`src/eor_pkg.sv`:
```
// Shared widths, command and code types for the ellipse outline rasterizer.
// No dependencies; imported by every module of the block.
package eor_pkg;

    // field widths
    localparam int COORD_BITS  = 12;
    localparam int RADIUS_BITS = 11;
    localparam int COLOR_BITS  = 24;
    localparam int PIX_BITS    = COORD_BITS + 2;

    // datapath widths
    localparam int SQ_BITS     = 2 * RADIUS_BITS;
    localparam int XPOS_BITS   = RADIUS_BITS + 1;
    localparam int YPOS_BITS   = RADIUS_BITS + 1;
    localparam int CUBE_BITS   = SQ_BITS + RADIUS_BITS;
    localparam int ERR_BITS    = CUBE_BITS + 7;
    localparam int CMP_BITS    = ERR_BITS + 1;
    localparam int TH_BITS     = SQ_BITS + 2;
    localparam int XPROD_BITS  = SQ_BITS + XPOS_BITS;
    localparam int YPROD_BITS  = SQ_BITS + 1 + YPOS_BITS;

    // pixels per step
    localparam int MAX_PIX      = 4;
    localparam int PIX_IDX_BITS = $clog2(MAX_PIX);

    // command queue
    localparam int QUEUE_DEPTH = 2;
    localparam int QPTR_BITS   = (QUEUE_DEPTH > 1) ? $clog2(QUEUE_DEPTH) : 1;
    localparam int QCNT_BITS   = $clog2(QUEUE_DEPTH + 1);

    typedef enum logic {
        KIND_START = 1'b0,
        KIND_STEP  = 1'b1
    } kind_t;

    // classified request as handed from front to back
    typedef struct packed {
        kind_t                  kind;
        logic [COORD_BITS-1:0]  center_x;
        logic [COORD_BITS-1:0]  center_y;
        logic [RADIUS_BITS-1:0] radius_x;
        logic [RADIUS_BITS-1:0] radius_y;
        logic [SQ_BITS-1:0]     a_sq;
        logic [SQ_BITS-1:0]     b_sq;
        logic [COLOR_BITS-1:0]  color;
    } cmd_t;

endpackage

```
`src/eor_front.sv`:
```
// Front stage: accepts input requests, classifies them and squares the radii.
// Depends on eor_pkg; feeds the command queue.
module eor_front
    import eor_pkg::*;
(
    input  logic                   clk,
    input  logic                   rst_n,
    input  logic                   in_valid,
    output logic                   in_ready,
    input  logic                   kind,
    input  logic [COORD_BITS-1:0]  center_x,
    input  logic [COORD_BITS-1:0]  center_y,
    input  logic [RADIUS_BITS-1:0] radius_x,
    input  logic [RADIUS_BITS-1:0] radius_y,
    input  logic [COLOR_BITS-1:0]  color,
    output logic                   cmd_valid,
    input  logic                   cmd_ready,
    output cmd_t                   cmd
);

    logic cmd_valid_reg;
    logic cmd_valid_next;
    cmd_t cmd_reg;
    cmd_t cmd_next;
    logic accept;

    // stage is free when empty or draining this cycle
    assign in_ready = !cmd_valid_reg || cmd_ready;
    assign accept   = in_valid && in_ready;

    // classify and square the radii for start requests
    always_comb
    begin
        cmd_next          = '0;
        cmd_next.kind     = kind_t'(kind);
        cmd_next.color    = color;
        cmd_next.center_x = center_x;
        cmd_next.center_y = center_y;
        cmd_next.radius_x = radius_x;
        cmd_next.radius_y = radius_y;
        if (kind_t'(kind) == KIND_START)
        begin
            cmd_next.a_sq = SQ_BITS'(radius_x) * SQ_BITS'(radius_x);
            cmd_next.b_sq = SQ_BITS'(radius_y) * SQ_BITS'(radius_y);
        end
    end

    always_comb
    begin
        cmd_valid_next = cmd_valid_reg;
        if (accept)
        begin
            cmd_valid_next = 1'b1;
        end
        else if (cmd_ready)
        begin
            cmd_valid_next = 1'b0;
        end
    end

    always_ff @(posedge clk or negedge rst_n)
    begin
        if (!rst_n)
        begin
            cmd_valid_reg <= 1'b0;
        end
        else
        begin
            cmd_valid_reg <= cmd_valid_next;
        end
    end

    // payload
    always_ff @(posedge clk)
    begin
        if (accept)
        begin
            cmd_reg <= cmd_next;
        end
    end

    assign cmd_valid = cmd_valid_reg;
    assign cmd       = cmd_reg;

endmodule

```
`src/eor_queue.sv`:
```
// Short command queue between the front stage and the back end.
// Depends on eor_pkg for the command type and depth.
module eor_queue
    import eor_pkg::*;
(
    input  logic clk,
    input  logic rst_n,
    input  logic push_valid,
    output logic push_ready,
    input  cmd_t push_data,
    output logic pop_valid,
    input  logic pop_ready,
    output cmd_t pop_data
);

    cmd_t                 entry_reg [QUEUE_DEPTH];
    logic [QPTR_BITS-1:0] wr_ptr_reg;
    logic [QPTR_BITS-1:0] wr_ptr_next;
    logic [QPTR_BITS-1:0] rd_ptr_reg;
    logic [QPTR_BITS-1:0] rd_ptr_next;
    logic [QCNT_BITS-1:0] count_reg;
    logic [QCNT_BITS-1:0] count_next;
    logic                 do_push;
    logic                 do_pop;

    assign push_ready = (count_reg != QCNT_BITS'(QUEUE_DEPTH));
    assign pop_valid  = (count_reg != '0);
    assign do_push    = push_valid && push_ready;
    assign do_pop     = pop_valid && pop_ready;
    assign pop_data   = entry_reg[rd_ptr_reg];

    // pointer wrap and fill count
    always_comb
    begin
        wr_ptr_next = wr_ptr_reg;
        rd_ptr_next = rd_ptr_reg;
        count_next  = count_reg;
        if (do_push)
        begin
            wr_ptr_next = (wr_ptr_reg == QPTR_BITS'(QUEUE_DEPTH - 1)) ? '0 : wr_ptr_reg + 1'b1;
        end
        if (do_pop)
        begin
            rd_ptr_next = (rd_ptr_reg == QPTR_BITS'(QUEUE_DEPTH - 1)) ? '0 : rd_ptr_reg + 1'b1;
        end
        if (do_push && !do_pop)
        begin
            count_next = count_reg + 1'b1;
        end
        else if (do_pop && !do_push)
        begin
            count_next = count_reg - 1'b1;
        end
    end

    always_ff @(posedge clk or negedge rst_n)
    begin
        if (!rst_n)
        begin
            wr_ptr_reg <= '0;
            rd_ptr_reg <= '0;
            count_reg  <= '0;
        end
        else
        begin
            wr_ptr_reg <= wr_ptr_next;
            rd_ptr_reg <= rd_ptr_next;
            count_reg  <= count_next;
        end
    end

    // storage
    always_ff @(posedge clk)
    begin
        if (do_push)
        begin
            entry_reg[wr_ptr_reg] <= push_data;
        end
    end

endmodule

```
`src/eor_back.sv`:
```
// Back end: holds the figure state, runs the error-term decision and emits
// the mirrored pixels through an output register. Depends on eor_pkg.
module eor_back
    import eor_pkg::*;
(
    input  logic                       clk,
    input  logic                       rst_n,
    input  logic                       cmd_valid,
    output logic                       cmd_ready,
    input  cmd_t                       cmd,
    output logic                       out_valid,
    input  logic                       out_ready,
    output logic signed [PIX_BITS-1:0] pixel_x,
    output logic signed [PIX_BITS-1:0] pixel_y,
    output logic [COLOR_BITS-1:0]      pixel_color,
    output logic                       last_of_step,
    output logic                       figure_done
);

    typedef enum logic [4:0] {
        ST_IDLE = 5'b00001,
        ST_INIT = 5'b00010,
        ST_MUL  = 5'b00100,
        ST_DEC  = 5'b01000,
        ST_EMIT = 5'b10000
    } state_t;

    state_t state_reg, state_next;
    logic   active_reg, active_next;

    // figure parameters
    logic [COORD_BITS-1:0]  cx_reg, cy_reg;
    logic [RADIUS_BITS-1:0] ra_reg, rb_reg;
    logic [COLOR_BITS-1:0]  color_reg;
    logic [SQ_BITS-1:0]     a_sq_reg, b_sq_reg;
    logic signed [TH_BITS-1:0] th1_reg, th2_reg, th3_reg;

    // iteration state
    logic [XPOS_BITS-1:0]        cur_x_reg, cur_x_next;
    logic signed [YPOS_BITS-1:0] cur_y_reg, cur_y_next;
    logic signed [ERR_BITS-1:0]  err_reg, err_next;
    logic signed [ERR_BITS-1:0]  xinc_reg, xinc_next;
    logic signed [ERR_BITS-1:0]  yinc_reg, yinc_next;

    // step pipeline
    logic [XPROD_BITS-1:0]         xprod_reg;
    logic signed [YPROD_BITS-1:0]  yprod_reg;
    logic [XPOS_BITS-1:0]          px_reg;
    logic [RADIUS_BITS-1:0]        py_reg;
    logic                          stepx_reg, stepy_reg, done_reg;
    logic                          upd1_reg, upd1_next, upd2_reg, upd2_next;
    logic [PIX_IDX_BITS-1:0]       k_reg, k_next;

    // output register
    logic                       out_valid_reg, out_valid_next;
    logic signed [PIX_BITS-1:0] pixel_x_reg, pixel_y_reg;
    logic [COLOR_BITS-1:0]      color_out_reg;
    logic                       last_reg, done_out_reg;

    logic                       pop;
    logic                       load;
    logic [CUBE_BITS-1:0]       cube;
    logic signed [CMP_BITS-1:0] err_w, xprod_w, yprod_w, th1_w, th2_w, th3_w;
    logic                       c1, c2, c3, step_x, step_y;
    logic [XPOS_BITS-1:0]       new_x;
    logic signed [YPOS_BITS-1:0] new_y;
    logic                       done_w;
    logic [PIX_IDX_BITS-1:0]    last_k;
    logic                       last_w;
    logic                       plus_x, plus_y;
    logic [PIX_BITS-1:0]        base_x, base_y, off_x, off_y;

    assign cmd_ready = (state_reg == ST_IDLE);
    assign pop       = cmd_valid && cmd_ready;
    assign load      = (state_reg == ST_EMIT) && (!out_valid_reg || out_ready);

    // start setup product
    assign cube = CUBE_BITS'(a_sq_reg) * CUBE_BITS'(rb_reg);

    // decision rule on registered products
    assign err_w   = CMP_BITS'(err_reg);
    assign xprod_w = CMP_BITS'(xprod_reg);
    assign yprod_w = CMP_BITS'(yprod_reg);
    assign th1_w   = CMP_BITS'(th1_reg);
    assign th2_w   = CMP_BITS'(th2_reg);
    assign th3_w   = CMP_BITS'(th3_reg);
    assign c1      = (err_w + xprod_w) <= th1_w;
    assign c3      = (err_w + yprod_w) <= th3_w;
    assign c2      = (err_w - yprod_w) > th2_w;
    assign step_x  = c1 || c3 || !c2;
    assign step_y  = !(c1 || c3);
    assign new_x   = cur_x_reg + XPOS_BITS'(step_x);
    assign new_y   = cur_y_reg - $signed(YPOS_BITS'(step_y));
    assign done_w  = new_y[YPOS_BITS-1] || (new_x > XPOS_BITS'(ra_reg));

    // pixel count: one at the center, two on an axis, four otherwise
    always_comb
    begin
        if (px_reg == '0 && py_reg == '0)
        begin
            last_k = PIX_IDX_BITS'(0);
        end
        else if (px_reg == '0 || py_reg == '0)
        begin
            last_k = PIX_IDX_BITS'(1);
        end
        else
        begin
            last_k = PIX_IDX_BITS'(MAX_PIX - 1);
        end
    end
    assign last_w = (k_reg == last_k);

    // mirror select: +x on pixels 0 and 2, +y on pixels 0 and 3
    assign plus_x = (k_reg == PIX_IDX_BITS'(0)) || (k_reg == PIX_IDX_BITS'(2));
    assign plus_y = (k_reg == PIX_IDX_BITS'(0)) || (k_reg == PIX_IDX_BITS'(3));
    assign base_x = PIX_BITS'(cx_reg);
    assign base_y = PIX_BITS'(cy_reg);
    assign off_x  = PIX_BITS'(px_reg);
    assign off_y  = PIX_BITS'(py_reg);

    // sequencer and state updates
    always_comb
    begin
        state_next     = state_reg;
        active_next    = active_reg;
        cur_x_next     = cur_x_reg;
        cur_y_next     = cur_y_reg;
        err_next       = err_reg;
        xinc_next      = xinc_reg;
        yinc_next      = yinc_reg;
        upd1_next      = 1'b0;
        upd2_next      = upd1_reg;
        k_next         = k_reg;
        out_valid_next = out_valid_reg;

        // deferred error update, x half then y half
        if (upd1_reg && stepx_reg)
        begin
            err_next = err_reg + xinc_reg;
        end
        if (upd2_reg && stepy_reg)
        begin
            err_next = err_reg + yinc_reg;
        end

        if (out_ready)
        begin
            out_valid_next = 1'b0;
        end

        case (state_reg)
            ST_IDLE:
            begin
                if (pop)
                begin
                    if (cmd.kind == KIND_START)
                    begin
                        state_next = ST_INIT;
                    end
                    else if (active_reg)
                    begin
                        state_next = ST_MUL;
                    end
                end
            end
            ST_INIT:
            begin
                cur_x_next  = '0;
                cur_y_next  = YPOS_BITS'(rb_reg);
                err_next    = '0 - ERR_BITS'(cube);
                xinc_next   = '0;
                yinc_next   = '0 - ERR_BITS'({cube, 1'b0});
                active_next = 1'b1;
                state_next  = ST_IDLE;
            end
            ST_MUL:
            begin
                state_next = ST_DEC;
            end
            ST_DEC:
            begin
                cur_x_next  = new_x;
                cur_y_next  = new_y;
                if (step_x)
                begin
                    xinc_next = xinc_reg + ERR_BITS'({b_sq_reg, 1'b0});
                end
                if (step_y)
                begin
                    yinc_next = yinc_reg + ERR_BITS'({a_sq_reg, 1'b0});
                end
                active_next = !done_w;
                upd1_next   = 1'b1;
                k_next      = '0;
                state_next  = ST_EMIT;
            end
            ST_EMIT:
            begin
                if (load)
                begin
                    out_valid_next = 1'b1;
                    k_next         = k_reg + 1'b1;
                    if (last_w)
                    begin
                        state_next = ST_IDLE;
                    end
                end
            end
            default:
            begin
                state_next = ST_IDLE;
            end
        endcase
    end

    always_ff @(posedge clk or negedge rst_n)
    begin
        if (!rst_n)
        begin
            state_reg     <= ST_IDLE;
            active_reg    <= 1'b0;
            upd1_reg      <= 1'b0;
            upd2_reg      <= 1'b0;
            out_valid_reg <= 1'b0;
        end
        else
        begin
            state_reg     <= state_next;
            active_reg    <= active_next;
            upd1_reg      <= upd1_next;
            upd2_reg      <= upd2_next;
            out_valid_reg <= out_valid_next;
        end
    end

    // datapath registers
    always_ff @(posedge clk)
    begin
        cur_x_reg <= cur_x_next;
        cur_y_reg <= cur_y_next;
        err_reg   <= err_next;
        xinc_reg  <= xinc_next;
        yinc_reg  <= yinc_next;
        k_reg     <= k_next;

        // latch a new figure
        if (pop && cmd.kind == KIND_START)
        begin
            cx_reg    <= cmd.center_x;
            cy_reg    <= cmd.center_y;
            ra_reg    <= cmd.radius_x;
            rb_reg    <= cmd.radius_y;
            color_reg <= cmd.color;
            a_sq_reg  <= cmd.a_sq;
            b_sq_reg  <= cmd.b_sq;
        end

        // decision thresholds
        if (state_reg == ST_INIT)
        begin
            th1_reg <= '0 - (TH_BITS'(a_sq_reg >> 2) + TH_BITS'(ra_reg[0]) + TH_BITS'(b_sq_reg));
            th2_reg <= '0 - (TH_BITS'(b_sq_reg >> 2) + TH_BITS'(rb_reg[0]) + TH_BITS'(a_sq_reg));
            th3_reg <= '0 - (TH_BITS'(b_sq_reg >> 2) + TH_BITS'(rb_reg[0]));
        end

        // products for the decision, old position kept for the pixels
        if (state_reg == ST_MUL)
        begin
            xprod_reg <= XPROD_BITS'(b_sq_reg) * XPROD_BITS'(cur_x_reg);
            yprod_reg <= YPROD_BITS'($signed({1'b0, a_sq_reg})) * YPROD_BITS'(cur_y_reg);
            px_reg    <= cur_x_reg;
            py_reg    <= cur_y_reg[RADIUS_BITS-1:0];
        end

        if (state_reg == ST_DEC)
        begin
            stepx_reg <= step_x;
            stepy_reg <= step_y;
            done_reg  <= done_w;
        end

        // output register
        if (load)
        begin
            pixel_x_reg   <= plus_x ? base_x + off_x : base_x - off_x;
            pixel_y_reg   <= plus_y ? base_y + off_y : base_y - off_y;
            color_out_reg <= color_reg;
            last_reg      <= last_w;
            done_out_reg  <= done_reg;
        end
    end

    assign out_valid    = out_valid_reg;
    assign pixel_x      = pixel_x_reg;
    assign pixel_y      = pixel_y_reg;
    assign pixel_color  = color_out_reg;
    assign last_of_step = last_reg;
    assign figure_done  = done_out_reg;

endmodule

```
`src/ellipse_outline_rasterizer.sv`:
```
// Top level of the ellipse outline rasterizer: front stage, command queue
// and back end. Depends on eor_pkg, eor_front, eor_queue and eor_back.
//
// A start request (kind 0) latches center, radii and color and sets up the
// error terms in the back end's ST_INIT state; it gives no pixel. A step request
// (kind 1) gives the 1, 2 or 4 mirrored pixels of the current point, the
// last one flagged by last_of_step, and figure_done set on every pixel of
// the step that closes the outline; a step with no figure running gives
// nothing. The back end takes a request from the queue in ST_IDLE, does the
// two squared-radius-by-position multiplies in ST_MUL and the decision in
// ST_DEC, then sends the pixels one by one through the output register in
// ST_EMIT; the front stage squares the radii and, with the two-entry queue,
// keeps accepting requests while the back end works, as long as the queue
// has room. pixel_color is registered with each pixel and holds with it
// while out_valid waits.
module ellipse_outline_rasterizer
    import eor_pkg::*;
(
    input  logic                       clk,
    input  logic                       rst_n,
    input  logic                       in_valid,
    output logic                       in_ready,
    input  logic                       kind,
    input  logic [COORD_BITS-1:0]      center_x,
    input  logic [COORD_BITS-1:0]      center_y,
    input  logic [RADIUS_BITS-1:0]     radius_x,
    input  logic [RADIUS_BITS-1:0]     radius_y,
    input  logic [COLOR_BITS-1:0]      color,
    output logic                       out_valid,
    input  logic                       out_ready,
    output logic signed [PIX_BITS-1:0] pixel_x,
    output logic signed [PIX_BITS-1:0] pixel_y,
    output logic [COLOR_BITS-1:0]      pixel_color,
    output logic                       last_of_step,
    output logic                       figure_done
);

    logic front_valid;
    logic front_ready;
    cmd_t front_cmd;
    logic back_valid;
    logic back_ready;
    cmd_t back_cmd;

    // request intake and classification
    eor_front u_front (
        .clk       (clk),
        .rst_n     (rst_n),
        .in_valid  (in_valid),
        .in_ready  (in_ready),
        .kind      (kind),
        .center_x  (center_x),
        .center_y  (center_y),
        .radius_x  (radius_x),
        .radius_y  (radius_y),
        .color     (color),
        .cmd_valid (front_valid),
        .cmd_ready (front_ready),
        .cmd       (front_cmd)
    );

    // decoupling queue
    eor_queue u_queue (
        .clk        (clk),
        .rst_n      (rst_n),
        .push_valid (front_valid),
        .push_ready (front_ready),
        .push_data  (front_cmd),
        .pop_valid  (back_valid),
        .pop_ready  (back_ready),
        .pop_data   (back_cmd)
    );

    // figure state and pixel emission
    eor_back u_back (
        .clk          (clk),
        .rst_n        (rst_n),
        .cmd_valid    (back_valid),
        .cmd_ready    (back_ready),
        .cmd          (back_cmd),
        .out_valid    (out_valid),
        .out_ready    (out_ready),
        .pixel_x      (pixel_x),
        .pixel_y      (pixel_y),
        .pixel_color  (pixel_color),
        .last_of_step (last_of_step),
        .figure_done  (figure_done)
    );

endmodule
```
`config.mk`:
```
export PLATFORM = sky130hd
export DESIGN_NAME = ellipse_outline_rasterizer
export DESIGN_NICKNAME = d
export VERILOG_FILES = /design/src/eor_pkg.sv /design/src/eor_front.sv /design/src/eor_queue.sv /design/src/eor_back.sv /design/src/ellipse_outline_rasterizer.sv
export SDC_FILE = /design/constraint.sdc
export NUM_CORES = 2
export LEC_CHECK = 0
export BUFFER_PORTS_ARGS = -buffer_cell sky130_fd_sc_hd__buf_2
export CORE_MARGIN = 8
export CORE_UTILIZATION = 25
export CTS_CLUSTER_DIAMETER = 100
export CTS_CLUSTER_SIZE = 20
export DETAILED_ROUTE_END_ITERATION = 8
export PLACE_DENSITY_LB_ADDON = 0.15
export SLEW_MARGIN = 40
export SYNTH_ARGS = -nofsm -noshare
export SYNTH_HDL_FRONTEND = slang
export SYNTH_SLANG_ARGS = --single-unit
```
`constraint.sdc`:
```
create_clock -name clk -period 11.1 [get_ports clk]
set_input_delay 1.11 -clock clk [delete_from_list [all_inputs] [get_ports clk]]
set_output_delay 1.11 -clock clk [all_outputs]
set_load 0.01 [all_outputs]
```
==> Flow_metrics.wiki <==
{| class="wikitable"
! Metric !! Value
|-
| Worst reg-to-reg setup slack || roughly 1.4 ns
|-
| Post-placement setup slack || 1.49 ns
|-
| Max clock buf depth || 3
|-
| TritonCTS buffer count || between 50 and 60
|-
| Final setup violating endpoints || 0
|-
| Outcome || finished, final reports clean
|-
| Sink Count || just over 800
|-
| FMAX || between 100 and 150 MHz
|-
| Area of the placeable core || ~320000 um^2
|-
| Critical path peak fanout || 8
|-
| Post-detail-place hpwl || 203000 um
|-
| End of the critical path || u_back.done_reg
|-
| Total routed wirelength || between 200000 and 300000 um
|-
| Area grow syn2layout || 10.1%
|-
| Area fraction in compound gates after synthesis || 10.5%
|-
| CTS Hold Bufs || 0
|-
| Count of nets after finishing || around 9500
|-
| Placer congestion estimate || between 0.8 and 0.9
|-
| Class of the tightest hold or removal check || in2async
|-
| Number of routed nets with antenna violations || 0
|-
| Syn. warnings || 0
|-
| Time the worst path needs with I/O delays and setup || approximately 9.7 ns
|-
| Die Span X || just under 600 um
|-
| Post-Synthesis Net Count || 9492
|-
| Via-per-instance ratio || 4.65
|-
| Wire length of the first global-routing pass || 383000 um
|-
| Worst Reg-to-Reg Cells || 36
|-
| Slowest cell on the critical path || or3b_2
|-
| Share of cells above drive strength 1 || under 10%
|-
| Filler-free cell count of the finished design || 12150
|-
| Critical path origin || u_back.err_reg[2]
|-
| GRT Resource Usage Total || about 15%
|-
| Avg Synthesized Cell Area || approximately 10 um^2
|-
| Startpoint Class || flop
|-
| Critical Path Max Stage Delay || approximately 0.67 ns
|-
| Setup repair after global routing missed its margin || no
|-
| Routed via count || approximately 56000
|-
| Latest clock arrival within the worst-skew pair || 0.76 ns
|-
| Required arrival time at the worst endpoint || between 10 and 15 ns
|-
| Summed instance area of the synthesized netlist || 79300 um^2
|-
| Dominant combinational cell family by area after synthesis || adder cells
|-
| Critical R2R Capture || u_back.done_reg
|-
| Quantity of I/O buffers inserted on ports || between 100 and 150
|-
| Yosys cell types || 86
|-
| Io pins || between 100 and 150
|-
| Basic-gate share of the synthesized area counting and, or, nand and nor cells || a little over an eighth
|-
| Die Ht || around 580 um
|-
| Count of flip-flops with a built-in enable after synthesis || roughly 820
|-
| Routed wirelength normalized by instance count || 21.0 um
|-
| Number of placed instances with taps included || roughly 12000
|-
| Fill cells || around 33000
|-
| Xor and xnor area share after synthesis || ~5.7%
|-
| Pins over their slew limit || 0
|-
| Asr flop ratio synth || between 1.5 and 2%
|-
| Endpoint kind of the worst setup timing path || flop
|-
| Effective utilization at floorplan || between 20% and 30%
|-
| Period Utilization, post-route || ~87%
|-
| Number of setup buffers added after CTS || 0
|-
| Synthesized-area fraction occupied by adder cells || between 30% and 40%
|-
| Number of flip-flops in the largest register || about 230
|-
| Fin Clk Skew || 0.0843 ns
|-
| Top flip-flop cell by instance count after synthesis || edfxtp_1
|-
| Number of cells produced by synthesis || a little under 8000
|-
| Crit path top cell by count || a21oi_1
|-
| Clock tree from TritonCTS || done
|-
| Hold Vio Cnt, Final || 0
|-
| Starting DRC count in detailed routing || 3815
|-
| DRC || 0
|-
| Slew at the pin closest to its max-slew limit || between 0.9 and 1 ns
|-
| Min setup slack post-route || between 1 and 1.5 ns
|-
| Final total negative setup slack || 0 ns
|-
| Die area || roughly 340000 um^2
|-
| Maximum number of pins on one net before global-route repair || 66
|-
| Number of antenna violations at the first check in global routing || 16
|-
| Startpoint of the worst-slack reg-to-reg timing path || u_back.err_reg[2]
|-
| Clock edge transition at the registers on the reported setup and hold paths || roughly 0.10 ns
|-
| Post-route worst hold slack || approximately 0.3 ns
|-
| Post-synthesis mux area share || about 1.9%
|-
| Clk root buf || clkbuf_16
|-
| Via count of the first global-routing pass || roughly 58000
|-
| Count of maximum capacitance violations || 0
|-
| Row Count || around 210
|-
| Signal arrival time at the worst endpoint || around 10 ns
|-
| Tightest slew margin relative to the limit || roughly 38%
|-
| Share of the yosys chip area belonging to registers || approximately a third
|-
| Critical path class || reg2reg
|-
| Number of H-tree branching levels || 2
|-
| Resized Gates After CTS || 0
|-
| First-pass detailed-route iteration total || 6
|-
| Gr ovfl total || 0
|-
| Register bit total from synthesis || 830
|}
synth_stat cells (12+ instances only):
| master | n | area share (%) |
|---|---|---|
| a211o_1 | 17 | 0.19 |
| a211oi_1 | 51 | 0.48 |
| a21boi_0 | 16 | 0.15 |
| a21o_1 | 185 | 1.8 |
| a21oi_1 | 416 | 2.6 |
| a221oi_1 | 15 | 0.17 |
| a31o_2 | 15 | 0.17 |
| a31oi_1 | 35 | 0.28 |
| and2_1 | 332 | 2.6 |
| and3_1 | 51 | 0.40 |
| clkbuf_1 | 257 | 1.2 |
| dfrtp_1 | 13 | 0.41 |
| edfxtp_1 | 816 | 31 |
| fa_1 | 683 | 17 |
| ha_1 | 861 | 14 |
| inv_1 | 1049 | 5.0 |
| mux2_2 | 116 | 1.6 |
| mux2i_1 | 19 | 0.24 |
| nand2_1 | 799 | 3.8 |
| nand2b_1 | 66 | 0.52 |
| nand3_1 | 133 | 0.84 |
| nand3b_1 | 15 | 0.14 |
| nand4_1 | 62 | 0.49 |
| nor2_1 | 416 | 2.0 |
| nor2b_1 | 86 | 0.68 |
| nor3_1 | 133 | 0.84 |
| nor3b_1 | 12 | 0.11 |
| nor4_1 | 24 | 0.19 |
| o211ai_1 | 38 | 0.36 |
| o21a_1 | 70 | 0.66 |
| o21ai_0 | 245 | 1.5 |
| o21bai_1 | 60 | 0.57 |
| o31a_1 | 12 | 0.13 |
| o31ai_1 | 27 | 0.26 |
| o41ai_1 | 13 | 0.14 |
| or2_2 | 18 | 0.14 |
| or3_1 | 23 | 0.18 |
| or4_1 | 13 | 0.12 |
| xnor2_1 | 361 | 4.0 |
| xor2_1 | 152 | 1.7 |
critical path, delay by kind of cell (launching register included):
kind                     cells  cell delay [ns]
flip-flops                   1             0.52
AND/OR/NAND/NOR              8             2.27
AO/OA/AOI/OAI               20             4.43
buffers and inverters        1             0.19
adder cells (fa/ha/maj)      5             1.71
XOR/XNOR                     2             0.27
final cells by class:
cell class	count	area, um^2	share of cell area [%]
tap	4180	5230	5.99
antenna	3	7.51	0.00860
sequential	830	24900	28.5
clock inverter	29	377	0.431
clock buffer	73	1510	1.73
timing repair buffer	260	1740	2.00
multi-input combinational	5723	49600	56.8
inverter	1052	3950	4.53
routing by layer:
| layer | up-vias | global-route usage, % | wire (um) |
|---|---|---|---|
| met5 | - | 0 | 0 |
| li1 | 26764 | - | - |
| met4 | 0 | 2.93 | 5210 |
| met1 | 28368 | 21.2 | 123000 |
| met2 | 1131 | 24.9 | 118000 |
| met3 | 179 | 1.52 | 9510 |
worst min path at each step:
stage	startpoint	to	slack (ns)	cells past startpoint
floorplan	u_back.upd1_reg	u_back.upd2_reg	0.35	0
global placement	u_back.color_reg[19]	u_back.pixel_color[19]	0.40	0
detailed placement	u_back.color_reg[19]	u_back.pixel_color[19]	0.41	0
CTS	rst_n	u_back.out_valid	0.23	1
global route	rst_n	u_back.out_valid	0.26	1
finish	rst_n	u_back.out_valid	0.30	1
cell families after synthesis:
logic type / count (synthesis)
AND/OR/NAND/NOR: 2222
adder cells (fa/ha/maj): 1544
AO/OA/AOI/OAI: 1309
buffers and inverters: 1320
flip-flops: 830
multiplexers: 135
XOR/XNOR: 513
through the flow:
step / instance area, um^2 / utilization (%)
6_report: 87300 / 27.6
5_1_grt: 87300 / 27.6
4_1_cts: 87200 / 27.5
3_5_place_dp: 85400 / 26.9
3_3_place_gp: 85100 / 26.9
2_1_floorplan: 79300 / -
placed cells by master, fill, tap and decap left out, types with 66 or more instances in the layout:
master / synthesis / layout
xnor2_1: 361 / 359
nor3_1: 133 / 132
xor2_1: 152 / 152
o21ai_0: 245 / 242
buf_2: 1 / 130
ha_1: 861 / 861
inv_1: 1049 / 1049
and2_1: 332 / 331
edfxtp_1: 816 / 816
a21oi_1: 416 / 416
nor2_1: 416 / 413
nand2_1: 799 / 798
nand3_1: 133 / 133
o21a_1: 70 / 69
fa_1: 683 / 683
a21o_1: 185 / 185
nand2b_1: 66 / 66
mux2_2: 116 / 116
buf_4: 0 / 106
nor2b_1: 86 / 85
Power is left out: the tool's default activity adds up to more than one toggle a clock period on the data nets, which glitch-free logic cannot reach.
